$ cat src/iqif_pkg.sv
`timescale 1ns / 1ps
// ----------------------------------------------------------------------------
// iqif_pkg
// Shared widths, CORDIC angle table and stage payload types for the
// I/Q instantaneous frequency unit.
// ----------------------------------------------------------------------------
package iqif_pkg;

  localparam int SAMPLE_BITS  = 16;
  localparam int PHASE_BITS   = 16;
  localparam int CORDIC_STEPS = 16;
  localparam int ANGLE_BITS   = 32;
  localparam int RATE_BITS    = 24;
  localparam int FREQ_BITS    = 24;
  // CORDIC gain is about 1.65 on a vector of length up to sqrt(2) full scale
  localparam int XY_BITS      = SAMPLE_BITS + 3;
  localparam int SHIFT_BITS   = $clog2(CORDIC_STEPS);
  localparam int PROD_BITS    = PHASE_BITS + RATE_BITS + 1;

  localparam logic [RATE_BITS-1:0]  RATE_RESET = RATE_BITS'(48000);
  localparam logic [ANGLE_BITS-1:0] HALF_TURN  = ANGLE_BITS'(1) << (ANGLE_BITS - 1);
  localparam logic [ANGLE_BITS-1:0] PHASE_RND  =
    ANGLE_BITS'(1) << (ANGLE_BITS - 1 - PHASE_BITS);

  // atan(2^-k) in units of 2^-32 turn
  localparam logic [ANGLE_BITS-1:0] ATAN_TURNS [CORDIC_STEPS] = '{
    32'h20000000, 32'h12E4051E, 32'h09FB385B, 32'h051111D4,
    32'h028B0D43, 32'h0145D7E1, 32'h00A2F61E, 32'h00517C55,
    32'h0028BE53, 32'h00145F2F, 32'h000A2F98, 32'h000517CC,
    32'h00028BE6, 32'h000145F3, 32'h0000A2FA, 32'h0000517D
  };

  typedef struct packed {
    logic                         valid;
    logic                         start;
    logic                         zero;
    logic signed [XY_BITS-1:0]    x;
    logic signed [XY_BITS-1:0]    y;
    logic        [ANGLE_BITS-1:0] z;
  } cdc_t;

  typedef struct packed {
    logic                 valid;
    logic [FREQ_BITS-1:0] freq;
  } res_t;

endpackage

$ cat src/iqif_out_buf.sv
`timescale 1ns / 1ps
// ----------------------------------------------------------------------------
// iqif_out_buf
// Output register with one skid entry. The pipeline runs while the skid
// entry is free.
// ----------------------------------------------------------------------------
module iqif_out_buf
  import iqif_pkg::*;
(
  input  logic                 clk_i,
  input  logic                 rst_ni,
  input  logic                 push_i,
  input  logic [FREQ_BITS-1:0] data_i,
  output logic                 run_o,
  output logic                 valid_o,
  input  logic                 ready_i,
  output logic [FREQ_BITS-1:0] data_o
);

  logic                 out_vld_d, out_vld_q, skd_vld_d, skd_vld_q;
  logic [FREQ_BITS-1:0] out_d, out_q, skd_d, skd_q;
  logic                 take;

  assign take = out_vld_q && ready_i;

  always_comb begin
    out_vld_d = out_vld_q;
    skd_vld_d = skd_vld_q;
    out_d     = out_q;
    skd_d     = skd_q;
    if (skd_vld_q) begin
      if (take) begin
        out_d     = skd_q;
        skd_vld_d = 1'b0;
      end
    end else if (push_i) begin
      if (!out_vld_q || take) begin
        out_d     = data_i;
        out_vld_d = 1'b1;
      end else begin
        skd_d     = data_i;
        skd_vld_d = 1'b1;
      end
    end else if (take) begin
      out_vld_d = 1'b0;
    end
  end

  always_ff @(posedge clk_i or negedge rst_ni) begin
    if (!rst_ni) begin
      out_vld_q <= 1'b0;
      skd_vld_q <= 1'b0;
    end else begin
      out_vld_q <= out_vld_d;
      skd_vld_q <= skd_vld_d;
    end
  end

  always_ff @(posedge clk_i) begin
    out_q <= out_d;
    skd_q <= skd_d;
  end

  assign run_o   = !skd_vld_q;
  assign valid_o = out_vld_q;
  assign data_o  = out_q;

endmodule
$ cat config.mk
export PLATFORM = sky130hd
export DESIGN_NAME = iqif_out_buf
export DESIGN_NICKNAME = d
export VERILOG_FILES = /design/src/iqif_pkg.sv /design/src/iqif_out_buf.sv
export SDC_FILE = /design/constraint.sdc
export NUM_CORES = 1
export LEC_CHECK = 0
export BUFFER_PORTS_ARGS = -buffer_cell sky130_fd_sc_hd__buf_2
export CORE_MARGIN = 2
export CORE_UTILIZATION = 50
export CTS_CLUSTER_DIAMETER = 60
export CTS_CLUSTER_SIZE = 24
export DETAILED_ROUTE_END_ITERATION = 10
export GPL_ROUTABILITY_DRIVEN = 0
export GPL_TIMING_DRIVEN = 0
export PLACE_DENSITY = 0.86
export SYNTH_ARGS = -nofsm -noshare
export SYNTH_HDL_FRONTEND = slang
export SYNTH_SLANG_ARGS = --single-unit
$ cat constraint.sdc
create_clock -name clk_i -period 1.9 [get_ports clk_i]
set_clock_uncertainty 0.05 [all_clocks]
set_input_delay 0.19 -clock clk_i [delete_from_list [all_inputs] [get_ports clk_i]]
set_output_delay 0.19 -clock clk_i [all_outputs]
set_load 0.02 [all_outputs]
* After elaboration in Yosys (flattened, before gate mapping) *
Cells that the tools add are included.

word-level totals
  register bits after elaboration = 50
  input port bits = 28
  output and inout bits = 26

operators by class
  equal/unequal tests = 2
  muxes and demuxes = 11
  bitwise operators = 2
  reduce and logical (&&, ||, !) cells = 10

operator list
  cell                number
  $mux 24             4
  $reduce_and 3->1    3
  $mux 1              7
  $reduce_bool 2->1   3
  $ne 2x1->1 const B  2
  $logic_not 1->1     2
  $not 1->1           2
  $logic_and 1x1->1   1
  $logic_or 1x1->1    1

* Logic depth before layout (Yosys ltp) *
  depth in word-level cells = 5
  gate-level depth with buffers = 3
  depth with buffers taken out = 2

* Worst setup path before layout *
OpenSTA, ideal clock, no wires.

  path kind = flip-flop to flip-flop
  start = register out_vld_q, in the netlist valid_o
  end = register out_q[0], in the netlist data_o[0] (enable)
  arrival = 1.298 ns
  data required time = 1.468 ns
  setup slack = 0.170 ns
  cell stages (with the launch flop) = 3
  buffers on the path = 0
  cell sequence = dfrtp_1 and2_1 o22a_1

on the way
  word-level cells in the longest chain between the ends = 4

ends and longest elaborated chain
  item                                                  RTL line                                source
  from (decl)                                           iqif_out_buf.sv:20                      logic out_vld_d, out_vld_q, skd_vld_d, skd_vld_q;
  from (signal assigned)                                iqif_out_buf.sv:54                      out_vld_q <= out_vld_d;
  $logic_not 1->1 or $logic_and 1x1->1 (tied branches)  iqif_out_buf.sv:37, iqif_out_buf.sv:24
  $logic_or 1x1->1                                      iqif_out_buf.sv:37                      if (!out_vld_q || take) begin
  $reduce_bool 2->1 (no line)                           --
  $reduce_and 3->1 (no line) (*)                        --
  to (signal assigned)                                  iqif_out_buf.sv:60                      out_q <= out_d;
  to (decl)                                             iqif_out_buf.sv:21                      logic [FREQ_BITS-1:0] out_d, out_q, skd_d, skd_q;

Mark *: on every way between the ends. The rest lies on a longest branch, timed or not.
A chain may end at the register's enable or synchronous reset.

* Final worst setup path *
  start = register skd_vld_q
  end = register skd_q[3] (enable)

on the way
  word-level cells in the longest chain between the ends = 2

ends and longest elaborated chain
  item                        RTL line            source
  from (decl)                 iqif_out_buf.sv:20
  from (signal assigned)      iqif_out_buf.sv:55  skd_vld_q <= skd_vld_d;
  $not 1->1 (no line)         --
  $reduce_and 3->1 (no line)  --
  to (signal assigned)        iqif_out_buf.sv:61  skd_q <= skd_d;
  to (decl)                   iqif_out_buf.sv:21

Every way passes these cells.

==> reports/results.ini <==
[global_routing]
antenna_found_initial=0
grt.total_usage_pct=16.0
grt_pass1_wl_mm=4.89
grt_start_max_net_pins=25
grt_pass1_vias=1028
grt_overflow=0

[layout]
post-route-util_pct=64.4
num-fill-cells=279
stdcell_area_sq_mm=0.00232
layout_common_cells=buf_2 (53), edfxtp_1 (48), mux2_2 (24), clkbuf_8 (5), buf_6 (3)
syn_to_final_growth_pct=25.3
layout_commonest_cell=buf_2
layout-drive-gt1-share_pct=60.8
stdcell_count=196
num_antenna_cells=0
register_area_sq_mm=0.00149
multiInputGateArea_sq_um=327
nets=175

[place]
placed_area_sq_mm=0.00218
dp_cells=187
place_ws_ns=-0.124
numPortBuffers=53
place_hpwl_mm=2.08

[job]
cap_violations=0

[worst_setup_path]
cp_top_family=simple AND/OR/NAND/NOR gates
end_kind=register
cp_num_buf_inv=1
critPathMaxStageDelay_ns=0.72
path_cells=buf_6 -> and4bb_2
cp-start-kind=register
crit_required_ns=1.78
arrival_ns=1.60
path_class=reg -> reg
cp_slowest_cell=and4bb_2
worstPathMaxFanout=24

[sta]
post-route-min-period_ns=1.72
fin_crit_sh_pct=90.7
whs_ns=0.0350
hold_violations=0
max_freq_ghz=0.580
worst_slew_pin_slew_ns=0.638
grt_setup_unrepaired=false
maxSlewViolCount=0
setup_viol=0
relSlewSlack_pct=57.4
finalWorstSetupSlack_ns=0.177

[routing]
via_per_inst=4.93
wirelength_mm=3.02
ant_nets=0
firstDrtPassIters=4
drc=0
vias=966
wl_per_cell_microns=15.4
first_iter_violations=59

[synth]
netlist_instances=86
ys_ff_latch=50
synth_mux_area_share_pct=14.6
ys_warn_count=0
synth_top_family_by_area=multiplexers
synth.distinct_cells=12
synth_adder_area_share_pct=0
synth.yosys.seq_area_share_pct=80.4
synthesis.area_sq_mm=0.00185
synth-simple-area-share_pct=1.75
synth_compound_area_share_pct=1.21
syn-num-nets=114
synthXorXnorAreaFrac_pct=0
syn_area_per_cell_sq_um=21.6

[clock_network]
clk_path_buf_depth=2
insertion_delay_ns=0.29
cts_tree=built
clk_pin_slew_ns=0.08
clock-sinks=50
cts_root_buffer=clkbuf_8
cts_buffers=5
htreeDepth=2

[power_and_ir_drop]
clock_power_share_pct=22.9
ir_drop_v=0.00102
p_leak_nw=0.885
p_seq_share_pct=46.3
p_int_w=0.00258
pwr_density_cell_mw_per_mm2=1570
combinationalPowerShare_pct=30.7
p_sw_share_pct=29.3
power_switching_w=0.00107

[die]
rows=22
core_sq_mm=0.00361
die_y_microns=64.9
io-pin-count=54
initial_core_util_pct=51.4
die_x_microns=64.9
dieArea_sq_mm=0.00421

[status]
status=completed

[hold_path]
hp-class=in -> reg

flip-flops by register name (all words and copies together) (netlist names):
name,flops
skd_q,24
data_o,24
valid_o,1
skd_vld_q,1
timing repair:
action,4_1_cts,5_1_grt
endpoints found under the hold margin,2,0
endpoints found under the setup margin,24,0
gates resized for setup,1,0
hold buffers,1,0
buffers inserted,0,0
area by class of cell:
cell class | count | share of cell area [%]
well taps | 48 | 2.58
multi-input cells | 32 | 14.1
plain buffers | 3 | 1.45
flip-flops and latches | 50 | 64.2
repair buffers | 54 | 11.8
clock inverters | 3 | 2.75
inverters | 1 | 0.162
clock buffers | 5 | 2.96
worst paths after layout:
kind	depth (start not counted)	slack, ns	startpoint	to
max in group asynchronous	2	1.52	rst_ni	skd_vld_q
max	2	0.18	skd_vld_q	skd_q[3]
min in group asynchronous	2	0.18	rst_ni	valid_o
min	1	0.04	data_i[23]	skd_q[23]
min reg2reg	1	0.50	skd_q[2]	data_o[2]
max reg2reg	2	0.18	skd_vld_q	skd_q[3]
metrics by stage:
stage	setup TNS (ns)	power [W]
5_1_grt	0	0.00382
2_1_floorplan	0	0.00250
6_report	0	0.00365
3_5_place_dp	-2.96	0.00286
4_1_cts	0	0.00370
3_3_place_gp	-0.949	0.00281
Yosys cell counts:
| master | count | area, sq um |
|---|---|---|
| a21oi_1 | 1 | 5.00 |
| a22o_1 | 1 | 8.76 |
| and2_1 | 1 | 6.26 |
| and4bb_2 | 1 | 12.5 |
| buf_6 | 3 | 33.8 |
| dfrtp_1 | 2 | 50.1 |
| edfxtp_1 | 48 | 1440 |
| inv_2 | 1 | 3.75 |
| mux2_2 | 24 | 270 |
| nand2b_1 | 1 | 6.26 |
| nor2_1 | 2 | 7.51 |
| o22a_1 | 1 | 8.76 |
per-layer routing:
layer	track usage [%]	vias up	part of all wire (%)
li1	-	458	-
met1	19.3	466	40
met2	26.9	38	52
met3	4.51	4	6.0
met4	7.18	0	1.9
met5	0	-	0
power groups by stage:
stage          sequential [W]  combinational (W)  clock, W
2_1_floorplan         0.00199           0.000514         0
3_3_place_gp          0.00171            0.00111         0
3_5_place_dp          0.00172            0.00113         0
4_1_cts               0.00170            0.00114  0.000858
5_1_grt               0.00172            0.00121  0.000900
6_report              0.00169            0.00112  0.000837
cell families (layout without fill, tap and decap cells):
| logic type | Yosys count | in the layout |
|---|---|---|
| flops | 50 | 50 |
| compound gates | 3 | 3 |
| buf+inv | 4 | 66 |
| simple gates | 5 | 5 |
| mux | 24 | 24 |
(Power assumes the default switching activity.)
