**src/iqif_pkg.sv**
```systemverilog
`timescale 1ns / 1ps
// ----------------------------------------------------------------------------
// iqif_pkg
// Shared widths, CORDIC angle table and stage payload types for the
// I/Q instantaneous frequency unit.
// ----------------------------------------------------------------------------
package iqif_pkg;

  localparam int SAMPLE_BITS  = 16;
  localparam int PHASE_BITS   = 16;
  localparam int CORDIC_STEPS = 16;
  localparam int ANGLE_BITS   = 32;
  localparam int RATE_BITS    = 24;
  localparam int FREQ_BITS    = 24;
  // CORDIC gain is about 1.65 on a vector of length up to sqrt(2) full scale
  localparam int XY_BITS      = SAMPLE_BITS + 3;
  localparam int SHIFT_BITS   = $clog2(CORDIC_STEPS);
  localparam int PROD_BITS    = PHASE_BITS + RATE_BITS + 1;

  localparam logic [RATE_BITS-1:0]  RATE_RESET = RATE_BITS'(48000);
  localparam logic [ANGLE_BITS-1:0] HALF_TURN  = ANGLE_BITS'(1) << (ANGLE_BITS - 1);
  localparam logic [ANGLE_BITS-1:0] PHASE_RND  =
    ANGLE_BITS'(1) << (ANGLE_BITS - 1 - PHASE_BITS);

  // atan(2^-k) in units of 2^-32 turn
  localparam logic [ANGLE_BITS-1:0] ATAN_TURNS [CORDIC_STEPS] = '{
    32'h20000000, 32'h12E4051E, 32'h09FB385B, 32'h051111D4,
    32'h028B0D43, 32'h0145D7E1, 32'h00A2F61E, 32'h00517C55,
    32'h0028BE53, 32'h00145F2F, 32'h000A2F98, 32'h000517CC,
    32'h00028BE6, 32'h000145F3, 32'h0000A2FA, 32'h0000517D
  };

  typedef struct packed {
    logic                         valid;
    logic                         start;
    logic                         zero;
    logic signed [XY_BITS-1:0]    x;
    logic signed [XY_BITS-1:0]    y;
    logic        [ANGLE_BITS-1:0] z;
  } cdc_t;

  typedef struct packed {
    logic                 valid;
    logic [FREQ_BITS-1:0] freq;
  } res_t;

endpackage

```
**src/iqif_cordic_cell.sv**
```systemverilog
`timescale 1ns / 1ps
// ----------------------------------------------------------------------------
// iqif_cordic_cell
// One vectoring CORDIC micro-rotation, registered. Drives y toward zero and
// accumulates the rotation angle.
// ----------------------------------------------------------------------------
module iqif_cordic_cell
  import iqif_pkg::*;
(
  input  logic                  clk_i,
  input  logic                  rst_ni,
  input  logic                  en_i,
  input  logic [SHIFT_BITS-1:0] shift_i,
  input  logic [ANGLE_BITS-1:0] angle_i,
  input  cdc_t                  cell_i,
  output cdc_t                  cell_o
);

  logic signed [XY_BITS-1:0] x_in, y_in, dx, dy;
  cdc_t cell_d, cell_q;

  always_comb begin
    x_in   = cell_i.x;
    y_in   = cell_i.y;
    dx     = y_in >>> shift_i;
    dy     = x_in >>> shift_i;
    cell_d = cell_i;
    if (!y_in[XY_BITS-1]) begin
      cell_d.x = x_in + dx;
      cell_d.y = y_in - dy;
      cell_d.z = cell_i.z + angle_i;
    end else begin
      cell_d.x = x_in - dx;
      cell_d.y = y_in + dy;
      cell_d.z = cell_i.z - angle_i;
    end
  end

  always_ff @(posedge clk_i or negedge rst_ni) begin
    if (!rst_ni) begin
      cell_q <= '0;
    end else if (en_i) begin
      cell_q <= cell_d;
    end
  end

  assign cell_o = cell_q;

endmodule

```
**config.mk**
```make
export PLATFORM = sky130hd
export DESIGN_NAME = iqif_cordic_cell
export DESIGN_NICKNAME = d
export VERILOG_FILES = /design/src/iqif_pkg.sv /design/src/iqif_cordic_cell.sv
export SDC_FILE = /design/constraint.sdc
export NUM_CORES = 1
export LEC_CHECK = 0
export BUFFER_PORTS_ARGS = -buffer_cell sky130_fd_sc_hd__buf_2
export CAP_MARGIN = 0
export CORE_MARGIN = 5
export CORE_UTILIZATION = 55
export CTS_BUF_LIST = sky130_fd_sc_hd__clkbuf_16
export CTS_CLUSTER_SIZE = 28
export DETAILED_ROUTE_END_ITERATION = 10
export GPL_ROUTABILITY_DRIVEN = 0
export MAX_ROUTING_LAYER = met4
export PLACE_DENSITY = 0.8
export REMOVE_ABC_BUFFERS = 1
export SETUP_SLACK_MARGIN = 0.02
export SLEW_MARGIN = 40
export SYNTH_ARGS = -nofsm -noshare
export SYNTH_HDL_FRONTEND = slang
export SYNTH_SLANG_ARGS = --single-unit
```
**constraint.sdc**
```tcl
create_clock -name clk_i -period 0.8 [get_ports clk_i]
set_input_delay 0.16 -clock clk_i [delete_from_list [all_inputs] [get_ports clk_i]]
set_output_delay 0.16 -clock clk_i [all_outputs]
set_load 0.05 [all_outputs]
```
==> impl_metrics.json, run 1 <==
{
  "status": "aborted with a tool error",
  "flow.stopped_at": "global routing (5_1_grt)",
  "error_line": "[ERROR DPL-0038] Utilization greater than 100%, impossible to legalize",
  "synth_most_common_cell": "a21oi_1",
  "clock-sinks": 73,
  "synth_commonest_cells": "a21oi_1, nor2_1, xnor2_1",
  "ys.flop_type": "dfrtp_1",
  "yosys.area.top_type_share_pct": 20.2,
  "avgSynthCellArea_um2": 8.86,
  "place_inst": 1736,
  "yosysSeqAreaShare_pct": 20.2,
  "cts_buffers": 9,
  "synth.distinct_cells": 66,
  "num_rows": 46,
  "htree_levels": 3,
  "ys_ff_latch": 73,
  "synth_area_um2": 9050,
  "port_buffers": 184,
  "async_flop_share_pct": 100,
  "worst_endpoint_kind": "sequential cell input",
  "synth_edf_count": 0,
  "clock_path_buffers": 2,
  "dp_slack_ps": -3670,
  "die_w_um": 138,
  "cts_root_buf": "clkbuf_16",
  "synth.area.top_cells": "dfrtp_1, ha_1, mux4_2",
  "synth_largest_area_cell": "dfrtp_1",
  "worst_endpoint": "cell_o[47]$_DFFE_PN0P_/D",
  "place_hpwl_um": 25600,
  "grt_max_degree": 42,
  "syn_inst": 1022,
  "yosysWarnings": 0,
  "initial_utilization_pct": 56.6,
  "io_pins": 185,
  "dieHeight_um": 138
}
[metrics by stage]
stage / area (um^2) / util, %
CTS: 15300 / 95.7
global placement: 12900 / 80.5
detailed placement: 12900 / 80.5
floorplan: 8860 / -
[logic make-up after synthesis]
| kind of cell | Yosys count | synth area share, % |
|---|---|---|
| buffers and inverters | 82 | 3.71 |
| XOR/XNOR | 116 | 11.2 |
| flip-flops | 73 | 20.2 |
| multiplexers | 137 | 21.9 |
| AO/OA/AOI/OAI | 273 | 18.5 |
| AND/OR/NAND/NOR | 267 | 14.0 |
| adder cells (fa/ha/maj) | 74 | 10.5 |
[repair_timing]
action,4_1_cts
resized for setup,417
endpoints found under the hold margin,73
hold buffers,1
setup endpoints to repair,142
pin swaps,128
setup buffers,81
cloned,2
==> run 2: changes to the inputs <==
- CORE_UTILIZATION: 55 -> 40
- CTS_BUF_LIST: sky130_fd_sc_hd__clkbuf_16 -> unset
- CTS_CLUSTER_SIZE: 28 -> unset
- MAX_ROUTING_LAYER: met4 -> unset
- PLACE_DENSITY: 0.8 -> unset
- PLACE_DENSITY_LB_ADDON: unset -> 0.15
- SETUP_SLACK_MARGIN: 0.02 -> unset
==> impl_metrics.json, run 2 <==
{
  "status": "finished, violations left",
  "violations": "setup timing",
  "slew_headroom_pct": 65.5,
  "async_flop_share_pct": 100,
  "synth_most_common_cell": "a21oi_1",
  "n_fill_cell": 1497,
  "synth_fa_ha_area_share_pct": 10.5,
  "final_area_um2": 16800,
  "grt_pass1_wl_um": 53700,
  "synth-compound-area-share_pct": 18.5,
  "period_minus_slack_ps": 3880,
  "synth_top_family_by_area": "multiplexers",
  "io_pins": 185,
  "num_rows": 55,
  "dieHeight_um": 160,
  "avgViaCountPerCell": 5.49,
  "dpl_cell_area_um2": 13100,
  "peakVddDrop_mv": 1.38,
  "synth_area_um2": 9050,
  "grt_pass1_vias": 10700,
  "yosysWarnings": 0,
  "ant_nets": 0,
  "layout_common_cells": "buf_4, buf_6, buf_2, dfrtp_1, nor2_1",
  "fin_setup_tns_ps": -176560,
  "largest_reg_flops": 73,
  "via_count": 10700,
  "syn_inst": 1022,
  "multi_input_area_um2": 8580,
  "detail_route.iter0.violations": 694,
  "fin_skew_ps": 0,
  "crit_buf_inv": 5,
  "syn2layout_area_growth_pct": 85.8,
  "synthMuxAreaShare_pct": 21.9,
  "hold_violations": 0,
  "path_common_cell": "a21o_1",
  "p_per_area_nw_per_um2": 2140,
  "cp_data_arrival_time_ps": 4120,
  "worstSetupPathType": "primary input to register",
  "fin_nets": 1848,
  "synth.distinct_cells": 66,
  "fin_ws_ps": -3080,
  "firstDrtPassIters": 6,
  "cp_slowest_cell": "mux4_2",
  "wire_per_inst_um": 18.7,
  "max_freq_ghz": 0.257,
  "gr-total-overflow": 0,
  "power_leakage_nw": 7.83,
  "clock-sinks": 73,
  "grt_max_degree": 33,
  "post-route-period-util_pct": 486,
  "ys.flop_type": "dfrtp_1",
  "min_path_type": "primary input to register",
  "cts_tree": "built",
  "synth_largest_area_cell": "dfrtp_1",
  "fin_util_pct": 74.9,
  "coreArea_um2": 22400,
  "cp_data_required_time_ps": 1030,
  "critPathMaxStageDelay_ps": 490,
  "path_cells": "buf_12, buf_12, buf_4, buf_6, mux4_2, nand2_1, and3_4, a21oi_4, nor3_4, nand3_2, buf_6, nor2_2, nor2_1, xnor2_1, ha_1, a21o_1, a21o_1, a21oi_4, a41o_1, o21ai_2, a21o_1, a21oi_2, xnor2_1, mux2_4",
  "synthSimpleGateAreaFrac_pct": 14.0,
  "die-area_um2": 25700,
  "clkTransAtPathRegs_ps": 70,
  "report.final.setup_viol": 143,
  "slew_viol_final": 0,
  "htree_levels": 3,
  "die_w_um": 160,
  "synth.area.top_cells": "dfrtp_1, ha_1, mux4_2",
  "wl_um": 36500,
  "avgSynthCellArea_um2": 8.86,
  "initial_utilization_pct": 40.3,
  "clock_path_buffers": 2,
  "crit_fanout": 6,
  "worstMarginPinSlew_ps": 516,
  "crit_family": "compound AO/OA/AOI/OAI gates",
  "synthXorXnorAreaFrac_pct": 11.2,
  "place_hpwl_um": 24500,
  "yosysSeqAreaShare_pct": 20.2,
  "ys_ff_latch": 73,
  "port_buffers": 184,
  "layout_commonest_cell": "buf_4",
  "regArea_um2": 1830,
  "rsz0062_at_grt": "yes",
  "clk_latency_ps": 350,
  "cts_root_buf": "clkbuf_16",
  "synth_edf_count": 0,
  "maxCapViolations": 0,
  "synth_commonest_cells": "a21oi_1, nor2_1, xnor2_1",
  "end_kind": "register",
  "cts_buffers": 9,
  "critPathLaunchType": "primary input",
  "drc": 0,
  "drive_gt1_share_pct": 62.7,
  "grt_usage_pct": 25.4,
  "antenna_found_initial": 2,
  "yosys.area.top_type_share_pct": 20.2
}
-- run 2: final timing paths --
check                                        from  depth (start not counted)  slack (ps)                endpoint
hold reg to reg             cell_o[0]$_DFFE_PN0P_                          2         520   cell_o[0]$_DFFE_PN0P_
setup / recovery                       shift_i[1]                         24       -3080  cell_o[50]$_DFFE_PN0P_
hold / removal                         cell_i[70]                          2          50  cell_o[70]$_DFFE_PN0P_
setup reg to reg           cell_o[37]$_DFFE_PN0P_                          3        -210  cell_o[37]$_DFFE_PN0P_
min in group asynchronous                  rst_ni                          2         170  cell_o[52]$_DFFE_PN0P_
max in group asynchronous                  rst_ni                          3         220  cell_o[11]$_DFFE_PN0P_
-- run 2: metal layers --
layer,global-route usage [%],wire [um]
met5,0,13
met4,6.53,818
met3,5.47,2400
met2,45.1,18600
met1,31.3,14700
-- run 2: repair_timing --
item,CTS,global route
cloned,3,0
pin swaps,162,120
buffers inserted,64,66
hold buffers,1,0
endpoints found under the setup margin,142,142
hold endpoints to repair,73,0
gates resized for setup,436,179
-- run 2: cell families after synthesis --
family	count (synthesis)
buffers and inverters	82
adder cells (fa/ha/maj)	74
AO/OA/AOI/OAI	273
multiplexers	137
AND/OR/NAND/NOR	267
flip-flops	73
XOR/XNOR	116
-- run 2: cell type report --
type                    instances  share of cell area, %
well taps                     285                   2.12
clock inverters                 6                  0.536
inverters                      38                  0.915
diodes                          1                 0.0149
clock buffers                  10                   1.36
flip-flops and latches         73                   10.9
multi-input cells             867                   51.1
repair buffers                673                   33.1
-- run 2: through the flow --
| step | setup slack, ps | hold WS, ps | total power [mW] | std cells |
|---|---|---|---|---|
| 4_1_cts | -2980 | 34.3 | 33.3 | 1894 |
| 5_1_grt | -3270 | 36.6 | 37.7 | 1953 |
| 2_1_floorplan | -3400 | -136 | 16.9 | 978 |
| 3_3_place_gp | -3570 | -5.12 | 23.6 | 1816 |
| 6_report | -3080 | 46.8 | 36.0 | 1953 |
| 3_5_place_dp | -3610 | -3.79 | 23.8 | 1816 |
-- run 2: where the power goes --
group	total [mW]	switching, mW	internal (mW)
clock network	4.64	1.89	2.75
logic	25.2	12.8	12.4
registers	6.12	1.07	5.05
total	36.0	15.7	20.2
(Power assumes the default switching activity.)
==> run 3: changes to the inputs <==
- CAP_MARGIN: 0 -> 5
- clock period: 0.8 -> 4 ns (I/O delays scaled with it)
==> impl_metrics.json, run 3 (synthesis results as in run 2) <==
{
  "fin_util_pct": 65.1,
  "ant_nets": 0,
  "worstSetupPathType": "primary input to register",
  "clock-sinks": 73,
  "fin_skew_ps": 0,
  "grt_pass1_wl_um": 50300,
  "drc": 0,
  "via_count": 9831,
  "max_freq_ghz": 0.220,
  "grt_max_degree": 74,
  "detail_route.iter0.violations": 536,
  "maxCapViolations": 0,
  "rsz0062_at_grt": "yes",
  "firstDrtPassIters": 5,
  "die_w_um": 160,
  "critPathLaunchType": "primary input",
  "cp_data_required_time_ps": 4230,
  "grt_usage_pct": 23.7,
  "post-route-period-util_pct": 114,
  "layout_common_cells": "buf_4, buf_2, nor2_1, xnor2_1, a21oi_1",
  "cts_tree": "built",
  "wire_per_inst_um": 17.1,
  "status": "finished, violations left",
  "slew_viol_final": 0,
  "cp_data_arrival_time_ps": 4790,
  "io_pins": 185,
  "r2r_cells": 1,
  "largest_reg_flops": 73,
  "critPathMaxStageDelay_ps": 520,
  "power_frac_comb_pct": 65.2,
  "coreArea_um2": 22400,
  "htree_levels": 3,
  "dieHeight_um": 160,
  "fin_setup_tns_ps": -8240,
  "power_leakage_nw": 6.85,
  "end_kind": "register",
  "wl_um": 31500,
  "p_per_area_nw_per_um2": 420,
  "num_rows": 55,
  "crit_buf_inv": 4,
  "grt_pass1_vias": 10200,
  "intPower_mw": 3.32,
  "seqPwrFrac_pct": 18.8,
  "port_buffers": 184,
  "ctsHoldBuffers": 0,
  "hold_violations": 0,
  "syn2layout_area_growth_pct": 61.5,
  "avgViaCountPerCell": 5.35,
  "swShare_pct": 45.8,
  "path_cells": "buf_12, buf_12, mux4_2, mux2_4, mux2i_2, ha_2, nand4_1, nor4_2, buf_4, buf_6, nand3_2, o31ai_1, a221oi_1, ha_1, nand4_1, o21ai_1, and2_4, o21ai_2, xnor2_1, mux2_4",
  "violations": "setup timing",
  "initial_utilization_pct": 40.3,
  "cp_num_cells": 20,
  "peakVddDrop_mv": 0.266,
  "pwr-share-clk_pct": 16.1,
  "report.final.setup_viol": 21,
  "gr-total-overflow": 0,
  "clk_latency_ps": 350,
  "crit_family": "multiplexers",
  "place_hpwl_um": 23600,
  "clkTransAtPathRegs_ps": 70,
  "netSwitchingPower_mw": 2.81,
  "min_path_type": "primary input to asynchronous set/reset pin",
  "layout_commonest_cell": "buf_4",
  "cts_buffers": 9,
  "dp_slack_ps": -1060,
  "fin_ws_ps": -555,
  "worstMarginPinSlew_ps": 627,
  "hold_ws_ps": 322,
  "clock_path_buffers": 2,
  "cts_root_buf": "clkbuf_16",
  "fin_nets": 1734,
  "crit_fanout": 6,
  "cp_slowest_cell": "mux4_2",
  "drive_gt1_share_pct": 54.3,
  "slew_headroom_pct": 58.2,
  "antenna_found_initial": 0,
  "antenna_cells": 0,
  "die-area_um2": 25700,
  "period_minus_slack_ps": 4560
}
[run 3: changes by cell type in the layout (fill, tap and decap cells not counted), sizes merged]
cell,delta
buf,-113
bufinv,+1
clkinvlp,-1
diode,-1
dlygate4sd3,-1
[run 3: per-stage QoR]
stage	cells	instance area, um^2	power (mW)
global placement	1772	12700	4.63
CTS	1820	14000	5.96
detailed placement	1772	12700	4.65
global route	1838	14600	6.50
floorplan	978	8860	3.38
finish	1838	14600	6.13
[run 3: worst paths after layout]
| path | from | slack, ps | end |
|---|---|---|---|
| setup / recovery | shift_i[1] | -560 | cell_o[67]$_DFFE_PN0P_ |
| hold / removal | rst_ni | 320 | cell_o[60]$_DFFE_PN0P_ |
| setup reg to reg | cell_o[14]$_DFFE_PN0P_ | 3220 | cell_o[14]$_DFFE_PN0P_ |
| hold reg to reg | cell_o[3]$_DFFE_PN0P_ | 480 | cell_o[3]$_DFFE_PN0P_ |
| max in group asynchronous | rst_ni | 3120 | cell_o[49]$_DFFE_PN0P_ |
| min in group clk_i | cell_o[3]$_DFFE_PN0P_ | 480 | cell_o[3]$_DFFE_PN0P_ |
[run 3: timing repair]
item	4_1_cts	5_1_grt
pin swaps	77	77
resized for setup	173	105
buffers inserted	32	23
endpoints found under the setup margin	30	36
gates cloned	2	0
[run 3: cell type report]
| cell class | instances | area [um^2] |
|---|---|---|
| multi-input cells | 867 | 7920 |
| inverters | 38 | 148 |
| clock buffers | 10 | 229 |
| clock inverters | 6 | 115 |
| flip-flops and latches | 73 | 1830 |
| fillers | 1825 | 7820 |
| well taps | 285 | 357 |
| repair buffers | 559 | 4020 |
[run 3: layer usage]
metal	wire length [um]	global-route usage (%)	part of all wire [%]
met3	2010	4.21	6.4
met1	13400	29.8	43
met5	0	0	0
met4	768	7.04	2.4
met2	15300	41.5	48
[run 3: power by group through the flow]
stage | clock network [mW] | logic (mW) | registers [mW]
finish | 0.987 | 4.00 | 1.15
detailed placement | 0 | 3.50 | 1.16
floorplan | 0 | 1.28 | 2.11
CTS | 1.02 | 3.79 | 1.15
global placement | 0 | 3.47 | 1.15
global route | 1.04 | 4.27 | 1.19
==> run 4: changes to the inputs <==
- ABC_AREA: unset -> 1
==> impl_metrics.json, run 4 <==
{
  "path_common_cell": "nand2_1",
  "layout_common_cells": "nand2_1, buf_4, nand3_1, buf_2, inv_1",
  "fin_nets": 2138,
  "largest_reg_flops": 73,
  "place_inst": 2251,
  "detail_route.iter0.violations": 795,
  "htree_levels": 3,
  "fin_skew_ps": 0,
  "num_rows": 56,
  "antenna_found_initial": 1,
  "synth.area.top_cells": "dfrtp_1, nand2_1, nand3_1",
  "max_freq_ghz": 0.262,
  "grt_pass1_vias": 11200,
  "final_cells": 2277,
  "synth_commonest_cells": "nand2_1, nand3_1, inv_1",
  "r2r-start": "cell_o[29]$_DFFE_PN0P_",
  "layout_commonest_cell": "nand2_1",
  "ant_nets": 0,
  "grt_usage_pct": 24.5,
  "syn_inst": 1534,
  "avgSynthCellArea_um2": 6.17,
  "yosys.area.top_type_share_pct": 19.3,
  "worstMarginPinSlew_ps": 622,
  "avgViaCountPerCell": 5.11,
  "ctsHoldBuffers": 0,
  "yosysSeqAreaShare_pct": 19.3,
  "place_hpwl_um": 27300,
  "cts_root_buf": "clkbuf_16",
  "hold_violations": 0,
  "reg2reg_to": "cell_o[29]$_DFFE_PN0P_",
  "peakVddDrop_mv": 0.224,
  "drc": 0,
  "via_count": 11600,
  "synth_edf_count": 0,
  "wire_per_inst_um": 14.8,
  "die-area_um2": 26800,
  "ys_ff_latch": 73,
  "syn2layout_area_growth_pct": 39.8,
  "critPathLaunchType": "primary input",
  "status": "finished clean",
  "end_kind": "register",
  "initial_utilization_pct": 40.5,
  "wl_um": 33600,
  "rrSetupSlack_ps": 3320,
  "port_buffers": 184,
  "worstSetupPathType": "primary input to register",
  "min_path_type": "primary input to asynchronous set/reset pin",
  "critPathMaxStageDelay_ps": 320,
  "drive_gt1_share_pct": 28.8,
  "yosysWarnings": 0,
  "cts_tree": "built",
  "maxCapViolations": 0,
  "clock_path_buffers": 2,
  "coreArea_um2": 23400,
  "clk_latency_ps": 340,
  "gr-total-overflow": 0,
  "slew_viol_final": 0,
  "io_pins": 185,
  "firstDrtPassIters": 5,
  "r2r_cells": 2,
  "async_flop_share_pct": 100,
  "grt_max_degree": 64,
  "finalPower_mw": 5.19,
  "cts_buffers": 9,
  "cp_slowest_cell": "ha_1",
  "rsz0062_at_grt": "yes",
  "ys.flop_type": "dfrtp_1",
  "n_fill_cell": 2358,
  "clkTransAtPathRegs_ps": 70,
  "die_w_um": 164,
  "synth_most_common_cell": "nand2_1",
  "grt_pass1_wl_um": 53300,
  "cp_data_arrival_time_ps": 4060,
  "synth.distinct_cells": 44,
  "synth_largest_area_cell": "dfrtp_1",
  "fin_util_pct": 56.6,
  "post-route-period-util_pct": 95.5,
  "fin_setup_tns_ps": 0,
  "cp_data_required_time_ps": 4240,
  "period_minus_slack_ps": 3820,
  "power_leakage_nw": 7.07,
  "p_per_area_nw_per_um2": 392,
  "crit_fanout": 18,
  "synth_area_um2": 9470,
  "report.final.setup_viol": 0,
  "clock-sinks": 73,
  "slew_headroom_pct": 58.5,
  "dieHeight_um": 164
}
## run 4: cell types whose count changed after synthesis, sizes merged, moves of 15 or more
cell | before | now
nand2 | 64 | 473
nand3 | 11 | 208
inv | 35 | 132
mux2 | 67 | 0
o21ai | 47 | 107
xnor2 | 88 | 42
mux4 | 40 | 0
a21oi | 112 | 79
mux2i | 30 | 0
nand4 | 5 | 25
nor2 | 99 | 119
xor2 | 28 | 48
a211oi | 16 | 1
and2 | 15 | 0
## run 4: layer usage
layer	vias to the layer above	global-route usage (%)	share of wire (%)
met5	-	0	0
met1	5272	31.7	44
met4	0	8.20	2.6
li1	5959	-	-
met2	338	42.5	48
met3	56	2.71	5.1
## run 4: worst max-delay path, delay by kind of cell
| family | cells | cell delay, ps |
|---|---|---|
| fa+ha+maj | 1 | 320 |
| compound gates | 2 | 310 |
| buf+inv | 6 | 660 |
| simple gates | 16 | 1800 |
| xor+xnor | 1 | 160 |
## run 4: kinds of logic after synthesis
family / count (synthesis) / synth area share, %
AO/OA/AOI/OAI: 250 / 14.9
XOR/XNOR: 90 / 8.33
adder cells (fa/ha/maj): 74 / 10.0
buffers and inverters: 185 / 8.05
flip-flops: 73 / 19.3
AND/OR/NAND/NOR: 862 / 39.5
## run 4: repair_timing
item | CTS | global route
pin swaps | 1 | 24
setup buffers | 1 | 8
gates resized for setup | 2 | 70
endpoints found under the setup margin | 4 | 31
## run 4: cell type report
cell class | instances | area (um^2) | area share, %
Antenna cell | 1 | 2.50 | 0.0189
Clock buffer | 10 | 229 | 1.73
Clock inverter | 6 | 91.3 | 0.690
Inverter | 135 | 519 | 3.92
Multi-Input combinational cell | 1276 | 7130 | 53.8
Sequential cell | 73 | 1830 | 13.8
Tap cell | 319 | 399 | 3.01
Timing Repair Buffer | 457 | 3050 | 23.0
## run 4: worst max path at each step
stage | to | start | cells past startpoint
6_report | cell_o[47]$_DFFE_PN0P_ | shift_i[0] | 26
5_1_grt | cell_o[44]$_DFFE_PN0P_ | shift_i[0] | 24
4_1_cts | cell_o[46]$_DFFE_PN0P_ | shift_i[0] | 24
3_5_place_dp | cell_o[25]$_DFFE_PN0P_ | angle_i[1] | 19
3_3_place_gp | cell_o[25]$_DFFE_PN0P_ | angle_i[1] | 19
2_1_floorplan | cell_o[66]$_DFFE_PN0P_ | shift_i[3] | 17
## run 4: where the power goes
part / switching, mW / internal (mW) / leakage (nW)
logic: 2.03 / 1.20 / 6.04
clock network: 0.361 / 0.551 / 0.157
registers: 0.102 / 0.939 / 0.878
## run 4: stage by stage
stage	cell area [um^2]	hold slack, ps	worst slack, ps
6_report	13200	433	182
5_1_grt	13200	488	-37.7
4_1_cts	12900	459	-9.61
3_5_place_dp	12600	454	-412
3_3_place_gp	12600	449	-331
2_1_floorplan	9210	504	-10.1
