--- config.mk ---
export PLATFORM = sky130hd
export DESIGN_NAME = iqif_diff_scale
export DESIGN_NICKNAME = d
export VERILOG_FILES = /design/src/iqif_pkg.sv /design/src/iqif_diff_scale.sv
export SDC_FILE = /design/constraint.sdc
export NUM_CORES = 1
export LEC_CHECK = 0
export BUFFER_PORTS_ARGS = -buffer_cell sky130_fd_sc_hd__buf_2
export CAP_MARGIN = 20
export CORE_MARGIN = 8
export CORE_UTILIZATION = 40
export CTS_BUF_LIST = sky130_fd_sc_hd__clkbuf_4
export CTS_CLUSTER_DIAMETER = 80
export DETAILED_ROUTE_END_ITERATION = 6
export GPL_TIMING_DRIVEN = 0
export SLEW_MARGIN = 25
export SYNTH_ARGS = -nofsm -noshare
export SYNTH_HDL_FRONTEND = slang
export SYNTH_SLANG_ARGS = --single-unit
--- constraint.sdc ---
create_clock -name clk_i -period 8.8 [get_ports clk_i]
set_input_delay 0.44 -clock clk_i [delete_from_list [all_inputs] [get_ports clk_i]]
set_output_delay 0.44 -clock clk_i [all_outputs]
set_load 0.02 [all_outputs]
--- src/iqif_pkg.sv ---
`timescale 1ns / 1ps
// ----------------------------------------------------------------------------
// iqif_pkg
// Shared widths, CORDIC angle table and stage payload types for the
// I/Q instantaneous frequency unit.
// ----------------------------------------------------------------------------
package iqif_pkg;

  localparam int SAMPLE_BITS  = 16;
  localparam int PHASE_BITS   = 16;
  localparam int CORDIC_STEPS = 16;
  localparam int ANGLE_BITS   = 32;
  localparam int RATE_BITS    = 24;
  localparam int FREQ_BITS    = 24;
  // CORDIC gain is about 1.65 on a vector of length up to sqrt(2) full scale
  localparam int XY_BITS      = SAMPLE_BITS + 3;
  localparam int SHIFT_BITS   = $clog2(CORDIC_STEPS);
  localparam int PROD_BITS    = PHASE_BITS + RATE_BITS + 1;

  localparam logic [RATE_BITS-1:0]  RATE_RESET = RATE_BITS'(48000);
  localparam logic [ANGLE_BITS-1:0] HALF_TURN  = ANGLE_BITS'(1) << (ANGLE_BITS - 1);
  localparam logic [ANGLE_BITS-1:0] PHASE_RND  =
    ANGLE_BITS'(1) << (ANGLE_BITS - 1 - PHASE_BITS);

  // atan(2^-k) in units of 2^-32 turn
  localparam logic [ANGLE_BITS-1:0] ATAN_TURNS [CORDIC_STEPS] = '{
    32'h20000000, 32'h12E4051E, 32'h09FB385B, 32'h051111D4,
    32'h028B0D43, 32'h0145D7E1, 32'h00A2F61E, 32'h00517C55,
    32'h0028BE53, 32'h00145F2F, 32'h000A2F98, 32'h000517CC,
    32'h00028BE6, 32'h000145F3, 32'h0000A2FA, 32'h0000517D
  };

  typedef struct packed {
    logic                         valid;
    logic                         start;
    logic                         zero;
    logic signed [XY_BITS-1:0]    x;
    logic signed [XY_BITS-1:0]    y;
    logic        [ANGLE_BITS-1:0] z;
  } cdc_t;

  typedef struct packed {
    logic                 valid;
    logic [FREQ_BITS-1:0] freq;
  } res_t;

endpackage

--- src/iqif_diff_scale.sv ---
`timescale 1ns / 1ps
// ----------------------------------------------------------------------------
// iqif_diff_scale
// Rounds the CORDIC angle to a phase, takes the wrapped step from the
// previous phase and scales it by the sample rate. Two register stages.
// ----------------------------------------------------------------------------
module iqif_diff_scale
  import iqif_pkg::*;
(
  input  logic                 clk_i,
  input  logic                 rst_ni,
  input  logic                 en_i,
  input  cdc_t                 cell_i,
  input  logic [RATE_BITS-1:0] rate_i,
  output res_t                 res_o
);

  logic [ANGLE_BITS-1:0]        z_rnd;
  logic [PHASE_BITS-1:0]        phase;
  logic                         first;
  logic [PHASE_BITS-1:0]        prev_d, prev_q;
  logic                         have_d, have_q;
  logic                         step_vld_d, step_vld_q;
  logic signed [PHASE_BITS-1:0] step_d, step_q;
  logic                         prod_vld_q;
  logic signed [PROD_BITS-1:0]  prod_d, prod_q;

  always_comb begin
    z_rnd      = cell_i.z + PHASE_RND;
    phase      = cell_i.zero ? '0 : z_rnd[ANGLE_BITS-1 -: PHASE_BITS];
    first      = cell_i.start || !have_q;
    prev_d     = prev_q;
    have_d     = have_q;
    step_vld_d = 1'b0;
    step_d     = signed'(phase - prev_q);
    if (cell_i.valid) begin
      prev_d     = phase;
      have_d     = 1'b1;
      step_vld_d = !first;
    end
  end

  // step of exactly half a turn reads as negative by two's complement
  assign prod_d = step_q * $signed({1'b0, rate_i});

  always_ff @(posedge clk_i or negedge rst_ni) begin
    if (!rst_ni) begin
      prev_q     <= '0;
      have_q     <= 1'b0;
      step_vld_q <= 1'b0;
      prod_vld_q <= 1'b0;
    end else if (en_i) begin
      prev_q     <= prev_d;
      have_q     <= have_d;
      step_vld_q <= step_vld_d;
      prod_vld_q <= step_vld_q;
    end
  end

  always_ff @(posedge clk_i) begin
    if (en_i) begin
      step_q <= step_d;
      prod_q <= prod_d;
    end
  end

  // floor shift right by the phase width
  assign res_o.valid = prod_vld_q;
  assign res_o.freq  = prod_q[PHASE_BITS +: FREQ_BITS];

endmodule

# ---- Yosys cells after proc, flatten, opt, wreduce, memory -nomap -nowiden
# Cells that the tools add are included.
# Widths: inputs -> output; s select.
dict set report word_totals {
  register_bits 75
  in_bits 100
}
dict set report classes {
  n_addsub 2
  reduce_logical 4
  n_mul 1
  n_mux 2
}
# operator count
set op_table {}
lappend op_table {{$mul 16x25->40} 1}
lappend op_table {{$add 32x16->32 const B} 1}
lappend op_table {{$mux 16} 1}
lappend op_table {{$sub 16x16->16} 1}
lappend op_table {{$logic_not 1->1} 2}
lappend op_table {{$reduce_and 2->1} 1}
lappend op_table {{$logic_or 1x1->1} 1}
lappend op_table {{$mux 1} 1}

# ---- Depth between registers and ports, before layout
# Gate-level depths: netlist of the first run.
dict set report logic_depth {
  ltp_word 4
  mapped_depth 24
}

# ---- Worst setup path before layout of the first run
# No wires, ideal clock.
dict set report synth_timing {
  kind {input-to-reg}
  startpoint {input port rate_i[22]}
  endpoint {register prod_q[38], data pin}
  path_buffers 1
  required_ns 8.531
  path_stages 23
  setup_slack_ns 2.744
  arrival_ns 5.787
  cell_sequence {clkbuf_1 > nand2_1 > fa_1 > inv_1 > fa_1 > inv_1 > fa_1 > inv_1 > fa_1 > fa_1 > inv_1 > fa_1 > inv_1 > ha_1 > a21o_1 > a21oi_1 > o21ai_0 > o41ai_1 > nand3b_1 > o211ai_2 > and2b_1 > o31ai_1 > xor2_1}
}
dict set report synth_via {
  elab_chain_cells 1
}
# element line_no
set synth_rtl {}
lappend synth_rtl {{start: declaration} iqif_diff_scale.sv:14} ;# input logic [RATE_BITS-1:0] rate_i,
lappend synth_rtl {{$mul 16x25->40} iqif_diff_scale.sv:44} ;# assign prod_d = step_q * $signed({1'b0, rate_i});
lappend synth_rtl {{via prod_d[38]} iqif_diff_scale.sv:26} ;# logic signed [PROD_BITS-1:0] prod_d, prod_q;
lappend synth_rtl {{end signal: assignment} iqif_diff_scale.sv:63} ;# prod_q <= prod_d;
lappend synth_rtl {{end: declaration} iqif_diff_scale.sv:26}
# The timed path passes the listed nets, and every way through them passes these cells.
# A chain may end at the register's enable or synchronous reset.

# ---- Final worst setup path of the first run
dict set report layout_timing {
  startpoint {register step_q[15]}
  endpoint {register prod_q[27], data pin}
}
dict set report layout_via {
  elab_chain_cells 1
}
# element line_no
set layout_rtl {}
lappend layout_rtl {{start: declaration} iqif_diff_scale.sv:24} ;# logic signed [PHASE_BITS-1:0] step_d, step_q;
lappend layout_rtl {{start signal: assignment} iqif_diff_scale.sv:62} ;# step_q <= step_d;
lappend layout_rtl {{$mul 16x25->40} iqif_diff_scale.sv:44}
lappend layout_rtl {{via prod_d[27]} iqif_diff_scale.sv:26}
# The timed path passes the listed nets, and every way through them passes these cells.

==> out/results.ini, run 1 <==
[status]
status = finished, final reports clean

[grt]
grt_pass1_vias = 12100
grt_start_max_net_pins = 44
grt_overflow = 0
antenna_found_initial = 1
grt_pass1_wl_um = 66000
track_usage = 0.191

[drt]
drc = 0
wl_um = 39900
vias = 11100
ant_nets = 0
routed_via_density = 4.90
dr.pass1.iters = 5
drt-initial-drc-count = 631
wl_per_cell_um = 17.6

[die]
start_util = 0.404
die_h_um = 210
pin_count = 125
core_area_um2 = 37400
dieArea_um2 = 44200
rows = 71
die_w_um = 210

[clock_network]
h-tree-depth = 3
clk_path_buf_depth = 2
cts_resized = 0
cts_tree = yes
clock-sinks = 59
numCtsBuffers = 9
root_buffer = clkbuf_4
cts.reportedPaths.clkPinSlew_ps = 110
worstSkewPairLatency_ps = 430

[synth]
synth_warnings = 0
synth_edf_count = 40
async_flop_share = 0.322
synth_ff_type = edfxtp_1
synth_seq_area_share = 0.111
avgSynthCellArea_um2 = 9.07
syn_area_um2 = 15100
yosysTopAreaCell = fa_1
synthCells = 1664
netlist.area_leader.share = 0.406
synthTopCellsByCount = inv_1 (410), fa_1 (306), nand2_1 (239), and2_1 (162), ha_1 (146)
yosys-top-cells-area = fa_1 (41%), ha_1 (12%), inv_1 (10%)
synth.distinct_cells = 53
synth_most_common_cell = inv_1
ys_ff_latch = 59
syn_nets = 2216

[worst_setup_path]
critical_path_arrival_ps = 7980
worstSetupPathType = flop to flop
required_ps = 8970
cp_max_fo = 10
critical_path.endpoint_type = flop
r2r_setup_slack_ps = 990
critPathLaunchType = flop

[place]
port_buffers = 71
dp_hpwl_um = 33400
place.gp.congestion = 0.928

[layout]
multi_input_area_um2 = 11600
fillers = 3696
fin_util = 0.434
areaGrowthSynthToFinish_pct = 7.56
drive_gt1_frac = 0.0537
layout.area.seq_um2 = 1680
final_nets = 2299

[timing]
rsz0062_at_grt = no
setup_tns_ps = 0
hold_viol = 0
fmax_ghz = 0.128
fin_crit_sh = 0.887
post-route-min-period_ps = 7810
skew_ps = 25.1
tightest_slew_ps = 894
slew_headroom = 0.404
maxSlewViolCount = 0
setup_violations = 0

[run]
maxCapViolCount = 0

[min_path]
hp-class = input pin to flop

worst paths after layout:
check,from,endpoint,cells past startpoint
max in group asynchronous,rst_ni,have_q$_DFFE_PN0P_,2
min,cell_i[71],step_vld_q$_DFFE_PN0P_,2
min reg2reg,have_q$_DFFE_PN0P_,have_q$_DFFE_PN0P_,2
max,step_q[15]$_DFFE_PP_,prod_q[27]$_DFFE_PP_,22
max reg2reg,step_q[15]$_DFFE_PP_,prod_q[27]$_DFFE_PP_,22
min in group asynchronous,rst_ni,prev_q[13]$_DFFE_PN0P_,2
timing repair:
item,in CTS,in global routing
hold buffers,1,0
buffers inserted,0,0
endpoints found under the hold margin,19,0
through the flow:
stage	std cells	cell area [um^2]	setup slack [ps]	hold WS [ps]
after floorplan	1664	15100	2740	144
after global placement	2246	16100	1090	410
after detailed placement	2246	16100	1050	409
after CTS	2263	16200	1020	164
after global routing	2264	16200	675	179
final	2264	16200	995	219
flip-flops by register name, summed over array words and instances (netlist names):
| name | count |
|---|---|
| have_q | 1 |
| prev_q | 16 |
| prod_q | 24 |
| prod_vld_q | 1 |
| step_q | 16 |
| step_vld_q | 1 |
layout make-up:
cell class,count,share of cell area
antenna,1,0.000154
buffer,63,0.0148
clock buffer,10,0.00462
clock inverter,6,0.00347
inverter,411,0.0950
multi-input combinational,1131,0.717
sequential,59,0.103
tap,511,0.0394
timing repair buffer,72,0.0227
cells by family (layout without fill, tap and decap cells):
kind of cell | count (synthesis) | after routing | share of synthesized area
and+or+nand+nor | 526 | 526 | 0.168
other | 0 | 1 | 0
DFF | 59 | 59 | 0.111
AOI/OAI and AO/OA | 100 | 100 | 0.0452
muxes | 1 | 1 | 0.000746
adders and majority gates | 452 | 452 | 0.527
buffers and inverters | 474 | 562 | 0.118
xor gates and xnor gates | 52 | 52 | 0.0302
routing by layer:
metal,GRT usage,part of all wire,routed length (um),up-vias
li1,-,-,-,5107
met1,0.258,0.44,17400,5560
met2,0.307,0.46,18300,348
met3,0.0306,0.071,2840,78
met4,0.0685,0.035,1420,0
met5,0,0,0,-
critical path, stage by stage (launching register included):
cell and delay (ps):
edfxtp_1 350, clkbuf_1 570, clkinv_1 550, clkbuf_1 480
nor2_1 260, fa_1 460, fa_1 430, fa_1 560
fa_1 440, fa_1 490, inv_1 50, fa_1 470
inv_1 40, ha_1 370, a21oi_1 260, o21bai_1 100
a21o_1 190, and3_1 200, a31oi_1 410, o21ai_0 260
a21oi_1 330, o21bai_1 120, xor2_1 170
layout by cell type (no fill, tap or decap), drive strengths merged, types with 3 or more instances in the layout:
master,n
a21boi,5
nor2b,7
or3,4
and3,8
buf,73
clkinv,3
a21o,6
nor2,53
nand4,6
nand3b,3
o21bai,4
nand3,17
nand2,239
fa,306
nor3,11
inv,413
nand2b,13
a2111oi,3
xor2,17
and2,162
o31ai,17
o21ai,20
clkbuf,71
o211ai,5
ha,146
xnor2,35
dfrtp,19
a21oi,25
edfxtp,40
Power of run 1 is not shown: default switching activity piles up to over one toggle a cycle in this logic, so the estimate is an artifact.
==> inputs of run 2 (changes only) <==
--- a/config.mk
+++ b/config.mk
@@ -5,7 +5,7 @@
 export SDC_FILE = /design/constraint.sdc
 export NUM_CORES = 1
 export LEC_CHECK = 0
-export BUFFER_PORTS_ARGS = -buffer_cell sky130_fd_sc_hd__buf_2
+export BUFFER_PORTS_ARGS = -buffer_cell sky130_fd_sc_hd__buf_4
 export CAP_MARGIN = 20
 export CORE_MARGIN = 8
 export CORE_UTILIZATION = 40
==> run 2 against run 1 <==
Net effect:
- final area grew 0.92%
- clock skew shrank 7.3 ps
- highest routed layer is now met5
- sequential cell count unchanged
- first-iteration DRC count down 4.1%
==> out/results.ini, run 2 (synthesis results as in run 1) <==
[grt]
grt_overflow = 0  ; unchanged
antenna_found_initial = 4  ; +3
grt_pass1_vias = 11800  ; -2.4%
grt_pass1_wl_um = 64200  ; -2.7%
grt_start_max_net_pins = 44  ; unchanged
track_usage = 0.186  ; -0.00420

[layout]
fillers = 3712  ; +0.43%
largest_reg_flops = 24  ; unchanged
layout_common_cells = inv_1 (410), fa_1 (306), nand2_1 (239), and2_1 (162), ha_1 (146)
reg_top3 = prod_q (24), prev_q (16), step_q (16)
regMostFlops = prod_q
final_nets = 2299  ; unchanged
mostFrequentLayoutCell = inv_1
areaGrowthSynthToFinish_pct = 8.55
drive_gt1_frac = 0.0531  ; -0.000540
multi_input_area_um2 = 11600  ; unchanged
layout.area.seq_um2 = 1680  ; unchanged

[worst_setup_path]
r2r_start = step_q[15]$_DFFE_PP_
slowest_stage = fa_1
critPathLaunchType = flop
critical_path_arrival_ps = 7880  ; -100 ps
cpPeakStageDelay_ps = 550  ; -20 ps
cp_top_family = adder cells
critPathMostFrequentCell = fa_1
path_depth = 22  ; unchanged
crit_buf_inv = 5  ; unchanged
crit_chain = clkbuf_1, clkinv_1, clkbuf_1, nor2_1, fa_1, fa_1, fa_1, fa_1, fa_1, inv_1, fa_1, inv_1, ha_1, a21oi_1, o21bai_1, a21o_1, and3_1, a31oi_1, o21ai_0, a21oi_1, o21bai_1, xor2_1
r2r_setup_slack_ps = 1100  ; +100 ps
cp_max_fo = 10  ; unchanged
r2r-end = prod_q[27]$_DFFE_PP_
worstSetupPathType = flop to flop
reg2regPathDepth = 22  ; unchanged
required_ps = 8980  ; about the same
critical_path.endpoint_type = flop

[place]
dp_hpwl_um = 32900  ; -1.5%
port_buffers = 71  ; unchanged
dp_slack_ps = 1080  ; +30.4 ps
place.gp.congestion = 0.921  ; -0.77%

[clock_network]
cts_resized = 0  ; unchanged
clk_path_buf_depth = 2  ; unchanged
cts_tree = yes
root_buffer = clkbuf_4
worstSkewPairLatency_ps = 440  ; about the same
h-tree-depth = 3  ; unchanged
cts.reportedPaths.clkPinSlew_ps = 100  ; about the same
clock-sinks = 59  ; unchanged
numCtsBuffers = 9  ; unchanged

[drt]
drt-initial-drc-count = 605  ; -4.1%
vias = 10900  ; -1.7%
routed_via_density = 4.82  ; -1.7%
wl_per_cell_um = 17.3  ; -1.9%
wl_um = 39200  ; -1.9%
dr.pass1.iters = 5  ; unchanged
ant_nets = 0  ; unchanged
drc = 0  ; unchanged

[run]
maxCapViolCount = 0  ; unchanged

[timing]
fin_ws_ps = 1100  ; +102 ps
maxSlewViolCount = 0  ; unchanged
tightest_slew_ps = 819  ; -75.5 ps
slew_headroom = 0.454  ; +0.0503
rsz0062_at_grt = no
setup_tns_ps = 0  ; unchanged
skew_ps = 17.8  ; -7.28 ps
setup_violations = 0  ; unchanged
fmax_ghz = 0.130  ; +1.3%
hold_viol = 0  ; unchanged
post-route-min-period_ps = 7700  ; -102 ps
fin_crit_sh = 0.875  ; -0.0115

[status]
status = finished, final reports clean

[min_path]
whs_path_depth = 2  ; unchanged
min_from = cell_i[71]
hp-class = input pin to flop
holdPathEnd = step_vld_q$_DFFE_PN0P_

[die]
dieArea_um2 = 44200  ; unchanged
rows = 71  ; unchanged
core_area_um2 = 37400  ; unchanged
start_util = 0.404  ; unchanged
die_w_um = 210  ; unchanged
pin_count = 125  ; unchanged
die_h_um = 210  ; unchanged

-- run 2: cell type report --
cell class	count	share of cell area
flip-flops and latches	59	0.102
multi-input cells	1131	0.710
diodes	2	0.000305
plain buffers	63	0.0147
inverters	411	0.0942
repair buffers	72	0.0331
clock inverters	4	0.00122
well taps	511	0.0390
clock buffers	11	0.00504
-- run 2: stage by stage --
stage	std cells	hold slack (ps)	utilization	cell area [um^2]
after global placement	2246	331	0.435	16300
after floorplan	1664	144	-	15100
after detailed placement	2246	334	0.435	16300
final	2264	203	0.438	16400
after global routing	2263	180	0.438	16400
after CTS	2262	162	0.438	16400
-- run 2: how the worst max path moves through the flow --
stage / start / end / slack (ps)
2_1_floorplan: rate_i[22] / prod_q[38]$_DFFE_PP_ / 2740
3_3_place_gp: step_q[15]$_DFFE_PP_ / prod_q[27]$_DFFE_PP_ / 1090
3_5_place_dp: step_q[15]$_DFFE_PP_ / prod_q[27]$_DFFE_PP_ / 1080
4_1_cts: step_q[15]$_DFFE_PP_ / prod_q[27]$_DFFE_PP_ / 1030
5_1_grt: step_q[15]$_DFFE_PP_ / prod_q[27]$_DFFE_PP_ / 630
6_report: step_q[15]$_DFFE_PP_ / prod_q[27]$_DFFE_PP_ / 1100
-- run 2: layer usage --
layer | part of all wire | global-route usage
met1 | 0.45 | 0.251
met4 | 0.020 | 0.0437
met5 | 0.00031 | 0
met3 | 0.070 | 0.0371
met2 | 0.46 | 0.307
-- run 2: what timing repair did --
action,CTS,global route
hold buffers,1,0
buffers inserted,0,0
endpoints found under the hold margin,19,0
Power of run 2 is left out for the same reason.
==> inputs of run 3 (changes only) <==
--- a/config.mk
+++ b/config.mk
@@ -8,11 +8,12 @@
 export BUFFER_PORTS_ARGS = -buffer_cell sky130_fd_sc_hd__buf_4
 export CAP_MARGIN = 20
 export CORE_MARGIN = 8
-export CORE_UTILIZATION = 40
-export CTS_BUF_LIST = sky130_fd_sc_hd__clkbuf_4
+export CORE_UTILIZATION = 62
+export CTS_BUF_LIST = sky130_fd_sc_hd__clkbuf_8
 export CTS_CLUSTER_DIAMETER = 80
 export DETAILED_ROUTE_END_ITERATION = 6
 export GPL_TIMING_DRIVEN = 0
+export PLACE_DENSITY = 0.82
 export SLEW_MARGIN = 25
 export SYNTH_ARGS = -nofsm -noshare
 export SYNTH_HDL_FRONTEND = slang
==> run 3 against run 2 <==
Net effect:
- clock skew shrank 1.1 ps
- fmax about the same
- critical path depth unchanged
- first-iteration DRC count increased by 31%
- via count rose by 4.3%
- final area shrank 0.78%
- routed wire length decreased by 2.8%
- cell count is 8.3% lower
- highest routed layer is now met4
- clock-buffer cell count grew 1
==> out/results.ini, run 3 (synthesis results as in run 1) <==
[status]
status = finished, final reports clean

[grt]
antenna_found_initial = 0  ; -4
track_usage = 0.278  ; +0.0918
grt_pass1_wl_um = 63200  ; -1.6%
grt_start_max_net_pins = 44  ; unchanged
grt_overflow = 0  ; unchanged
grt_pass1_vias = 12400  ; +4.6%

[timing]
hold_viol = 0  ; unchanged
fin_crit_sh = 0.876  ; about the same
tightest_slew_ps = 969  ; +151 ps
maxSlewViolCount = 0  ; unchanged
post-route-min-period_ps = 7710  ; +5.95 ps
slew_headroom = 0.354  ; -0.101
skew_ps = 16.7  ; -1.06 ps
setup_violations = 0  ; unchanged
fmax_ghz = 0.130  ; about the same
setup_tns_ps = 0  ; unchanged
rsz0062_at_grt = no

[worst_setup_path]
required_ps = 8900  ; -80 ps
critPathLaunchType = flop
critical_path_arrival_ps = 7810  ; -70 ps
worstSetupPathType = flop to flop
cp_max_fo = 10  ; unchanged
startpoint = step_q[15]$_DFFE_PP_
critical_path.endpoint_type = flop
r2r_start = step_q[15]$_DFFE_PP_

[drt]
ant_nets = 0  ; unchanged
wl_per_cell_um = 18.3  ; +6.0%
drc = 0  ; unchanged
drt-initial-drc-count = 791  ; +31%
dr.pass1.iters = 7  ; +2
routed_via_density = 5.48  ; +14%
vias = 11400  ; +4.3%
wl_um = 38000  ; -2.8%

[die]
pin_count = 125  ; unchanged
dieArea_um2 = 29600  ; -33%
rows = 57  ; -20%
die_h_um = 172  ; -18%
die_w_um = 172  ; -18%
start_util = 0.626  ; +0.223
core_area_um2 = 24100  ; -36%

[clock_network]
h-tree-depth = 3  ; unchanged
clock-sinks = 59  ; unchanged
clk_path_buf_depth = 2  ; unchanged
cts_tree = yes
cts.reportedPaths.clkPinSlew_ps = 70  ; -30 ps
cts_resized = 0  ; unchanged
numCtsBuffers = 9  ; unchanged
root_buffer = clkbuf_8
worstSkewPairLatency_ps = 360  ; -80 ps

[place]
dp_hpwl_um = 31400  ; -4.3%
place.gp.congestion = 0.986  ; +7.1%
port_buffers = 71  ; unchanged

[layout]
fillers = 1984  ; -47%
layout_common_cells = inv_1 (411), fa_1 (306), nand2_1 (239), and2_1 (162), ha_1 (146)
reg_top3 = prod_q (24), prev_q (16), step_q (16)
final_nets = 2299  ; unchanged
regMostFlops = prod_q
mostFrequentLayoutCell = inv_1
areaGrowthSynthToFinish_pct = 7.70
drive_gt1_frac = 0.0537  ; +0.000540
n_antenna_cell = 0  ; -2
largest_reg_flops = 24  ; unchanged

[run]
maxCapViolCount = 0  ; unchanged

[min_path]
hp-class = input pin to flop
min_from = cell_i[71]

[run 3: cell types whose count changed in the layout (fill, tap and decap cells not counted), moves of 2 or more]
cell | before | now
clkinv_2 | 2 | 0
clkbuf_4 | 11 | 0
clkbuf_8 | 0 | 12
diode_2 | 2 | 0
[run 3: repair_timing]
item,4_1_cts,5_1_grt
hold endpoints to repair,19,0
hold buffers,1,0
buffers inserted,0,0
[run 3: area by class of cell]
class	instances	area, um^2	share of cell area
inverter	411	1540	0.0949
timing repair buffer	72	543	0.0334
buffer	63	240	0.0148
multi-input combinational	1131	11600	0.716
sequential	59	1680	0.103
clock buffer	12	165	0.0102
clock inverter	4	48.8	0.00300
tap	324	405	0.0249
[run 3: worst paths after layout]
kind	to	slack (ps)	depth (start not counted)
min in group asynchronous	prev_q[13]$_DFFE_PN0P_	510	2
max	prod_q[27]$_DFFE_PP_	1090	22
max reg2reg	prod_q[27]$_DFFE_PP_	1090	22
max in group asynchronous	prev_q[12]$_DFFE_PN0P_	8080	2
min reg2reg	have_q$_DFFE_PN0P_	460	2
min	step_vld_q$_DFFE_PN0P_	280	2
[run 3: metal layers]
metal	vias to the layer above	GRT usage	share of wire
met4	0	0.125	0.052
met3	143	0.0826	0.11
li1	5109	-	-
met5	-	0	0
met2	565	0.440	0.45
met1	5563	0.350	0.38
[run 3: critical path, cell delays in order, from the launching register on]
cell	delay, ps
edfxtp_1	320
clkbuf_1	510
clkinv_1	550
clkbuf_1	540
nor2_1	260
fa_1	450
fa_1	420
fa_1	540
fa_1	440
fa_1	500
inv_1	50
fa_1	470
inv_1	50
ha_1	380
a21oi_1	270
o21bai_1	90
a21o_1	190
and3_1	200
a31oi_1	400
o21ai_0	230
a21oi_1	330
o21bai_1	110
xor2_1	160
[run 3: stage by stage]
stage,hold WS (ps),setup WS (ps),instance area (um^2),util,std cells
CTS,270,1220,16300,0.674,2076
global placement,322,1250,16000,0.665,2059
global route,284,818,16300,0.674,2076
floorplan,144,2740,15100,-,1664
detailed placement,330,1220,16000,0.665,2059
finish,284,1090,16300,0.674,2076
Power of run 3 is left out for the same reason.
